### config.mk
export PLATFORM = sky130hd
export DESIGN_NAME = josephus_elimination_order_top
export DESIGN_NICKNAME = d
export VERILOG_FILES = /design/src/rtl/core/jeo_pkg.sv /design/src/rtl/core/jeo_mod.sv /design/src/rtl/core/jeo_circle.sv /design/src/rtl/core/josephus_elimination_order_top.sv
export SDC_FILE = /design/constraint.sdc
export NUM_CORES = 1
export LEC_CHECK = 0
export BUFFER_PORTS_ARGS = -buffer_cell sky130_fd_sc_hd__buf_4
export CORE_ASPECT_RATIO = 1.25
export CORE_MARGIN = 4
export CORE_UTILIZATION = 40
export DETAILED_ROUTE_END_ITERATION = 8
export PLACE_DENSITY = 0.52
export SYNTH_ARGS = -nofsm -noshare
export SYNTH_HDL_FRONTEND = slang
export SYNTH_SLANG_ARGS = --single-unit
### constraint.sdc
create_clock -name clk -period 4.3 [get_ports clk]
set_input_delay 0.215 -clock clk [delete_from_list [all_inputs] [get_ports clk]]
set_output_delay 0.215 -clock clk [all_outputs]
set_load 0.02 [all_outputs]
### src/rtl/core/jeo_pkg.sv
// shared types and constants for the josephus elimination order block
// no dependencies
package jeo_pkg;

  localparam int MAX_PEOPLE = 64;
  localparam int POS_W      = $clog2(MAX_PEOPLE);
  localparam int CNT_W      = $clog2(MAX_PEOPLE + 1);
  localparam int PERSON_W   = 7;
  localparam int COUNT_W    = 7;
  localparam int STEP_W     = 16;
  localparam int CFG_AW     = 2;
  localparam int CFG_DW     = 16;
  localparam int IN_DW      = 8;
  localparam int OUT_DW     = 8;

  typedef enum logic [CFG_AW-1:0] {
    REG_COUNT = 2'd0,
    REG_START = 2'd1,
    REG_STEP  = 2'd2
  } cfg_reg_t;

  typedef enum logic [1:0] {
    ST_OK       = 2'd0,
    ST_BAD_CFG  = 2'd1,
    ST_FINISHED = 2'd2
  } status_t;

  typedef struct packed {
    logic               init;
    logic               wipe;
    logic               adv;
    logic               kill;
    logic [COUNT_W-1:0] count;
    logic [POS_W-1:0]   start;
  } circ_cmd_t;

endpackage

### src/rtl/core/jeo_mod.sv
// iterative restoring remainder unit, one numerator bit per cycle
// depends on jeo_pkg
module jeo_mod (
  input  logic                      clk,
  input  logic                      rst_n,
  input  logic                      start,
  input  logic [jeo_pkg::STEP_W-1:0] num,
  input  logic [jeo_pkg::CNT_W-1:0]  den,
  output logic                      done,
  output logic [jeo_pkg::CNT_W-1:0]  rem
);
  import jeo_pkg::*;

  localparam int ITER_W = $clog2(STEP_W);

  logic                busy_r;
  logic                done_r;
  logic [ITER_W-1:0]   cnt_r;
  logic [STEP_W-1:0]   num_r;
  logic [CNT_W-1:0]    den_r;
  logic [CNT_W-1:0]    rem_r;
  logic [CNT_W-1:0]    rem_nxt;
  logic [CNT_W:0]      trial;
  logic [CNT_W:0]      diff;

  always_comb begin
    trial = {rem_r, num_r[STEP_W-1]};
    diff  = trial - {1'b0, den_r};
    if (trial >= {1'b0, den_r}) begin
      rem_nxt = diff[CNT_W-1:0];
    end else begin
      rem_nxt = trial[CNT_W-1:0];
    end
  end

  always_ff @(posedge clk) begin
    if (!rst_n) begin
      busy_r <= 1'b0;
      done_r <= 1'b0;
      cnt_r  <= '0;
    end else begin
      if (start) begin
        busy_r <= 1'b1;
        done_r <= 1'b0;
        cnt_r  <= '0;
        num_r  <= num;
        den_r  <= den;
        rem_r  <= '0;
      end else if (busy_r) begin
        rem_r  <= rem_nxt;
        num_r  <= {num_r[STEP_W-2:0], 1'b0};
        cnt_r  <= cnt_r + 1'b1;
        busy_r <= (cnt_r != ITER_W'(STEP_W - 1));
        done_r <= (cnt_r == ITER_W'(STEP_W - 1));
      end else begin
        done_r <= 1'b0;
      end
    end
  end

  assign done = done_r;
  assign rem  = rem_r;

endmodule

### src/rtl/core/jeo_circle.sv
// alive map of the circle kept as a ring rotated to the scanning position
// depends on jeo_pkg
module jeo_circle (
  input  logic                      clk,
  input  logic                      rst_n,
  input  jeo_pkg::circ_cmd_t        cmd,
  output logic [jeo_pkg::POS_W-1:0] pos,
  output logic                      next_alive
);
  import jeo_pkg::*;

  // ring_r[0] is the seat at pos_r, ring_r[1] the seat after it
  logic [MAX_PEOPLE-1:0] ring_r;
  logic [MAX_PEOPLE-1:0] ring_nxt;
  logic [MAX_PEOPLE-1:0] init_map;
  logic [POS_W-1:0]      seat;
  logic [POS_W-1:0]      pos_r;
  logic [POS_W-1:0]      pos_inc;

  always_comb begin
    seat = '0;
    for (int i = 0; i < MAX_PEOPLE; i++) begin
      seat        = cmd.start + POS_W'(i);
      init_map[i] = ({1'b0, seat} < cmd.count);
    end
  end

  always_comb begin
    ring_nxt = ring_r;
    if (cmd.kill) begin
      ring_nxt[0] = 1'b0;
    end
    if (cmd.adv) begin
      ring_nxt = {ring_nxt[0], ring_nxt[MAX_PEOPLE-1:1]};
    end
  end

  assign pos_inc = pos_r + 1'b1;

  always_ff @(posedge clk) begin
    if (!rst_n) begin
      ring_r <= '0;
      pos_r  <= '0;
    end else if (cmd.wipe) begin
      ring_r <= '0;
      pos_r  <= '0;
    end else if (cmd.init) begin
      ring_r <= init_map;
      pos_r  <= cmd.start;
    end else begin
      ring_r <= ring_nxt;
      if (cmd.adv) begin
        pos_r <= pos_inc;
      end
    end
  end

  assign pos        = pos_r;
  assign next_alive = ring_r[1];

endmodule

### src/rtl/core/josephus_elimination_order_top.sv
// josephus elimination order: top level with sequencer and config registers
// depends on jeo_pkg, jeo_mod, jeo_circle
//
// usage
//   in channel: one item per request, in_tdata[0] = restart. restart loads
//   the circle from the config registers and yields the first removed
//   person; a plain request yields the next one. one result per item.
//   out channel: out_tdata = person, out_tlast = final survivor,
//   out_tuser = status (ok, invalid config, sequence finished).
//   config: cfg_we writes register cfg_addr (count, start, step); values are
//   sampled only at restart.
//   a removal runs the bit-serial remainder unit, then the pointer walks
//   the 64-seat alive map one seat per cycle, up to 63 seats to the victim
//   and at least 1, up to 63, more to the next living person.
//   in_tready is high only while the sequencer is idle; one item at a time.
//   the output register holds a finished result while the receiver stalls,
//   and the next item may already be accepted meanwhile.
//   reset clears the circle; a request before any restart reports the
//   sequence as finished. config registers reset to 1.
module josephus_elimination_order_top (
  input  logic                        clk,
  input  logic                        rst_n,
  input  logic                        in_tvalid,
  output logic                        in_tready,
  input  logic [jeo_pkg::IN_DW-1:0]   in_tdata,   // [0] restart
  output logic                        out_tvalid,
  input  logic                        out_tready,
  output logic [jeo_pkg::OUT_DW-1:0]  out_tdata,  // [6:0] person
  output logic                        out_tlast,  // last
  output logic [1:0]                  out_tuser,  // [1:0] status
  input  logic                        cfg_we,
  input  logic [jeo_pkg::CFG_AW-1:0]  cfg_addr,
  input  logic [jeo_pkg::CFG_DW-1:0]  cfg_wdata
);
  import jeo_pkg::*;

  typedef enum logic [2:0] {
    S_IDLE,
    S_TAKE,
    S_DIV,
    S_WALK,
    S_FIND,
    S_EMIT
  } state_t;

  state_t              state_r;
  logic [COUNT_W-1:0]  count_r;
  logic [COUNT_W-1:0]  start_r;
  logic [STEP_W-1:0]   step_r;
  logic [STEP_W-1:0]   step_latch_r;
  logic [CNT_W-1:0]    remaining_r;
  logic [POS_W-1:0]    k_r;
  logic [PERSON_W-1:0] res_person_r;
  logic                res_last_r;
  status_t             res_status_r;
  logic                out_tvalid_r;
  logic [PERSON_W-1:0] out_person_r;
  logic                out_last_r;
  status_t             out_status_r;

  circ_cmd_t           cmd;
  logic [POS_W-1:0]    pos;
  logic                next_alive;
  logic                mod_start;
  logic                mod_done;
  logic [CNT_W-1:0]    mod_rem;
  logic                accept;
  logic                restart;
  logic                cfg_ok;

  assign accept  = in_tvalid && in_tready;
  assign restart = in_tdata[0];
  assign cfg_ok  = (count_r != '0) && (32'(count_r) <= MAX_PEOPLE) &&
                   (start_r != '0) && (start_r <= count_r) && (step_r != '0);

  always_ff @(posedge clk) begin
    if (!rst_n) begin
      count_r <= COUNT_W'(1);
      start_r <= COUNT_W'(1);
      step_r  <= STEP_W'(1);
    end else if (cfg_we) begin
      case (cfg_addr)
        REG_COUNT: count_r <= cfg_wdata[COUNT_W-1:0];
        REG_START: start_r <= cfg_wdata[COUNT_W-1:0];
        REG_STEP:  step_r  <= cfg_wdata[STEP_W-1:0];
        default:   ;
      endcase
    end
  end

  always_comb begin
    cmd       = '0;
    cmd.count = count_r;
    cmd.start = POS_W'(start_r - 1'b1);
    mod_start = 1'b0;
    case (state_r)
      S_IDLE: begin
        if (accept && restart) begin
          cmd.wipe = !cfg_ok;
          cmd.init = cfg_ok;
        end
      end
      S_TAKE: begin
        cmd.kill  = (remaining_r == CNT_W'(1));
        mod_start = (remaining_r > CNT_W'(1));
      end
      S_WALK: begin
        cmd.kill = (k_r == '0);
        cmd.adv  = (k_r != '0);
      end
      S_FIND: cmd.adv = 1'b1;
      default: ;
    endcase
  end

  jeo_circle u_circle (
    .clk        (clk),
    .rst_n      (rst_n),
    .cmd        (cmd),
    .pos        (pos),
    .next_alive (next_alive)
  );

  jeo_mod u_mod (
    .clk   (clk),
    .rst_n (rst_n),
    .start (mod_start),
    .num   (step_latch_r - 1'b1),
    .den   (remaining_r),
    .done  (mod_done),
    .rem   (mod_rem)
  );

  always_ff @(posedge clk) begin
    if (!rst_n) begin
      state_r      <= S_IDLE;
      remaining_r  <= '0;
      step_latch_r <= STEP_W'(1);
      out_tvalid_r <= 1'b0;
    end else begin
      if (out_tvalid_r && out_tready && state_r != S_EMIT) begin
        out_tvalid_r <= 1'b0;
      end
      case (state_r)
        S_IDLE: begin
          if (accept) begin
            if (restart && !cfg_ok) begin
              remaining_r  <= '0;
              res_person_r <= '0;
              res_last_r   <= 1'b0;
              res_status_r <= ST_BAD_CFG;
              state_r      <= S_EMIT;
            end else begin
              if (restart) begin
                remaining_r  <= CNT_W'(count_r);
                step_latch_r <= step_r;
              end
              state_r <= S_TAKE;
            end
          end
        end
        S_TAKE: begin
          if (remaining_r == '0) begin
            res_person_r <= '0;
            res_last_r   <= 1'b0;
            res_status_r <= ST_FINISHED;
            state_r      <= S_EMIT;
          end else if (remaining_r == CNT_W'(1)) begin
            remaining_r  <= '0;
            res_person_r <= PERSON_W'(pos) + 1'b1;
            res_last_r   <= 1'b1;
            res_status_r <= ST_OK;
            state_r      <= S_EMIT;
          end else begin
            state_r <= S_DIV;
          end
        end
        S_DIV: begin
          if (mod_done) begin
            k_r     <= mod_rem[POS_W-1:0];
            state_r <= S_WALK;
          end
        end
        S_WALK: begin
          if (k_r == '0) begin
            remaining_r  <= remaining_r - 1'b1;
            res_person_r <= PERSON_W'(pos) + 1'b1;
            res_last_r   <= 1'b0;
            res_status_r <= ST_OK;
            state_r      <= S_FIND;
          end else if (next_alive) begin
            k_r <= k_r - 1'b1;
          end
        end
        S_FIND: begin
          if (next_alive) begin
            state_r <= S_EMIT;
          end
        end
        S_EMIT: begin
          if (!out_tvalid_r || out_tready) begin
            out_tvalid_r <= 1'b1;
            out_person_r <= res_person_r;
            out_last_r   <= res_last_r;
            out_status_r <= res_status_r;
            state_r      <= S_IDLE;
          end
        end
        default: state_r <= S_IDLE;
      endcase
    end
  end

  assign in_tready  = (state_r == S_IDLE);
  assign out_tvalid = out_tvalid_r;
  assign out_tdata  = OUT_DW'(out_person_r);
  assign out_tlast  = out_last_r;
  assign out_tuser  = out_status_r;

endmodule

==> results.cfg <==
[pwr]
total_power_w = 0.00668
vdd_drop_max_mv = 0.295
power_leakage_nw = 5.66
power-per-cell-area_nw_per_um2 = 461

[logic_synthesis]
yosys-top-cells-area = dfxtp_1 (20%), ha_1 (15%), edfxtp_1 (13%)
yosys_warnings = 0
ys_dominant_reg_cell = dfxtp_1
synth_largest_area_cell = dfxtp_1
fraction_of_registers_with_async_set_or_reset_after_synthesis = 0
synth_nets = 1697
synth_edf_count = 56
syn-cell-area_um2 = 13100
synthCells = 1509
number_of_synthesized_register_bits = 189
synth.avg_cell_area_um2 = 8.70
ys_types = 65
synth_seq_area_share = 0.331
synth_largest_type_area_fraction = 0.203

[sta]
final_max_slew_viol_count = 0
final.period_utilization = 0.862
hold_ws_ns = 0.0202
timing.max_slew.rel_slack = 0.349
achievable-frequency_mhz = 270
rsz0062_at_grt = no
finClkSkew_ns = 0.0146
worst_slack_ns = 0.594
final.setup.tns_ns = 0
report.final.setup_viol = 0
hold_viol_final = 0
tightestPinTransition_ns = 0.976
finalCriticalPeriod_ns = 3.71

[critical_path]
worstPathRequired_ns = 4.61
critical_path.reg2reg.endpoint = u_circle.ring_r[49]$_SDFFE_PP0P_
critical_path_arrival_ns = 4.02
worst_setup_path_end_kind = flop
r2r-start = start_r[0]$_SDFFE_PN1P_
critical_path.max_fanout = 9
worst-r2r-cell-count = 12
crit_type = reg2reg
reg2reg_slack_ns = 0.59
setup.worst_path.start_class = flop

[outcome]
run_status = finished, final reports clean

[clock_tree]
clock_tree.root_cell = clkbuf_16
cts-root-to-sink-buffers = 2
cts_hold_buf = 1
cts_htree_levels = 4
clk_transition_reported_paths_ns = 0.08
clk-insertion-delay-late_ns = 0.45
tritoncts = yes
clkSinkCount = 189
cts_buffers = 17
post_cts_buffers = 0
ctsResizeCount = 0

[finish]
fin_nets = 1711
antenna_cells_inserted = 0
layout.cell_area.non_filler_um2 = 14500
nFillCells = 3188
drive_gt1_frac = 0.117
syn_to_final_growth_pct = 10.4

[worst_hold_path]
min_delay_worst_endpoint = step_r[11]$_SDFFE_PN0P_
timing.hold.worst.start = cfg_wdata[11]
timing.hold.worst.class = in2reg
holdPathStages = 3

[job]
maxCapViolations = 0

[global_route]
grtUsageTotal = 0.188
grt_start_max_net_pins = 66
grt-ovfl-total = 0
grt_pass1_wl_um = 54300
antenna_found_initial = 0
vias_in_the_first_global_route = 10300

[detailed_routing]
wl_per_cell_um = 17.0
dr_total_vias = 10300
drt-total-wl_um = 33000
post_drt_via_cell_ratio = 5.28
drt_drc_violations_left = 0
drtPass1Iterations = 5
route.antenna.remaining_nets = 0
dr.first_iter.drc_count = 500

[die]
die_h_um = 211
num_rows = 73
floorplan.io_pins = 44
die_width_um = 170
floorplan.die_area_um2 = 35800
start_util = 0.410
core-area_um2 = 32100

[place]
post-dp-hpwl_um = 23600
post_dp_cell_area_um2 = 13900
preCtsSetupSlack_ns = 0.605
io_buffers = 35
routabilityCongestion = 0.809
[flip-flops by register name, summed over array words and instances (netlist names), 2 cells and up]
name / cells
u_mod.rem: 7
step_r: 16
out_person_r: 7
res_person_r: 7
u_mod.den_r: 7
start_r: 7
count_r: 7
u_mod.cnt_r: 4
u_mod.num_r: 16
k_r: 6
remaining_r: 7
out_tuser: 2
state_r: 3
step_latch_r: 16
u_circle.ring_r: 64
u_circle.pos: 6
res_status_r: 2
[layout by cell type, fill, tap and decap left out, types with 13 or more instances in the layout]
cell type,netlist,final
nor3_1,18,18
inv_1,100,99
o21ai_0,69,69
a21oi_1,90,90
mux2i_1,34,34
xor2_1,19,18
buf_4,4,66
a21o_1,45,45
nor2b_1,20,20
and3_1,44,44
ha_1,156,156
dfxtp_1,133,133
xnor2_1,68,67
nand2_1,246,245
a211oi_2,60,60
edfxtp_1,56,56
nor2_1,100,100
nand3_1,13,13
a21boi_0,30,29
clkbuf_16,0,17
[logic make-up (layout without fill, tap and decap cells)]
group / count (synthesis) / after routing / share of synthesized area
compound gates: 364 / 364 / 0.202
xor+xnor: 87 / 87 / 0.0580
other cells: 1 / 1 / 0.000286
fa+ha+maj: 157 / 157 / 0.150
simple gates: 499 / 499 / 0.173
flops: 189 / 189 / 0.331
mux: 35 / 35 / 0.0268
buf+inv: 177 / 204 / 0.0588
[power breakdown]
| group | switching [W] | total (W) | internal, W |
|---|---|---|---|
| Clock | 0.000784 | 0.00168 | 0.000899 |
| Sequential | 0.000233 | 0.00242 | 0.00219 |
| Combinational | 0.00154 | 0.00257 | 0.00103 |
| Total | 0.00256 | 0.00668 | 0.00412 |
[routing by layer]
metal	wire, um	up-vias	track usage
met2	16900	82	0.336
met4	777	0	0.0595
met3	518	41	0.0244
met1	14800	4874	0.233
met5	0	-	0
li1	-	5291	-
[final cells by class]
cell class	count	area, um^2	share of cell area
Sequential cell	189	4340	0.300
Clock buffer	18	439	0.0303
Multi-Input combinational cell	1143	8060	0.556
Timing Repair Buffer	71	586	0.0404
Clock inverter	14	173	0.0119
Inverter	101	379	0.0262
Tap cell	412	515	0.0356
[synth_stat cells, types with 7 or more instances]
library cell and n:
nand2b_1 8, a211oi_2 60, edfxtp_1 56, nor2b_1 20, a21boi_0 30, nand3_1 13
nor3_1 18, inv_1 100, a31oi_1 9, and3_1 44, o21ai_0 69, xor2_1 19
buf_2 20, mux2i_1 34, nor2_1 100, clkbuf_1 42, dfxtp_1 133, nand2_1 246
a21o_1 45, or4_1 7, xnor2_1 68, ha_1 156, buf_6 9, a21oi_1 90
nand4_1 7, o21a_1 7, a211oi_1 9, a21boi_1 9, nor4_1 7
[how the worst max path moves through the flow]
stage	startpoint	to	depth (start not counted)
detailed placement	start_r[0]$_SDFFE_PN1P_	u_circle.ring_r[49]$_SDFFE_PP0P_	12
finish	start_r[0]$_SDFFE_PN1P_	u_circle.ring_r[49]$_SDFFE_PP0P_	12
CTS	start_r[0]$_SDFFE_PN1P_	u_circle.ring_r[49]$_SDFFE_PP0P_	12
global placement	start_r[0]$_SDFFE_PN1P_	u_circle.ring_r[17]$_SDFFE_PP0P_	12
floorplan	count_r[5]$_SDFFE_PN0P_	res_last_r$_SDFFCE_PN0P_	7
global route	start_r[0]$_SDFFE_PN1P_	u_circle.ring_r[6]$_SDFFE_PP0P_	15
[critical path, stage by stage, from the launching register on]
cell,delay (ns)
dfxtp_1,0.47
inv_1,0.26
ha_1,0.56
inv_1,0.26
ha_1,0.39
nand2_1,0.26
xnor2_1,0.28
inv_1,0.07
ha_1,0.29
nand2_1,0.05
o21ai_0,0.41
a21o_1,0.20
a211oi_2,0.06
[stage by stage]
| stage | utilization | cells |
|---|---|---|
| final | 0.452 | 1948 |
| after global placement | 0.433 | 1915 |
| after floorplan | - | 1509 |
| after global routing | 0.452 | 1948 |
| after CTS | 0.452 | 1948 |
| after detailed placement | 0.433 | 1915 |
No activity file was read; power rests on OpenSTA's default activity.
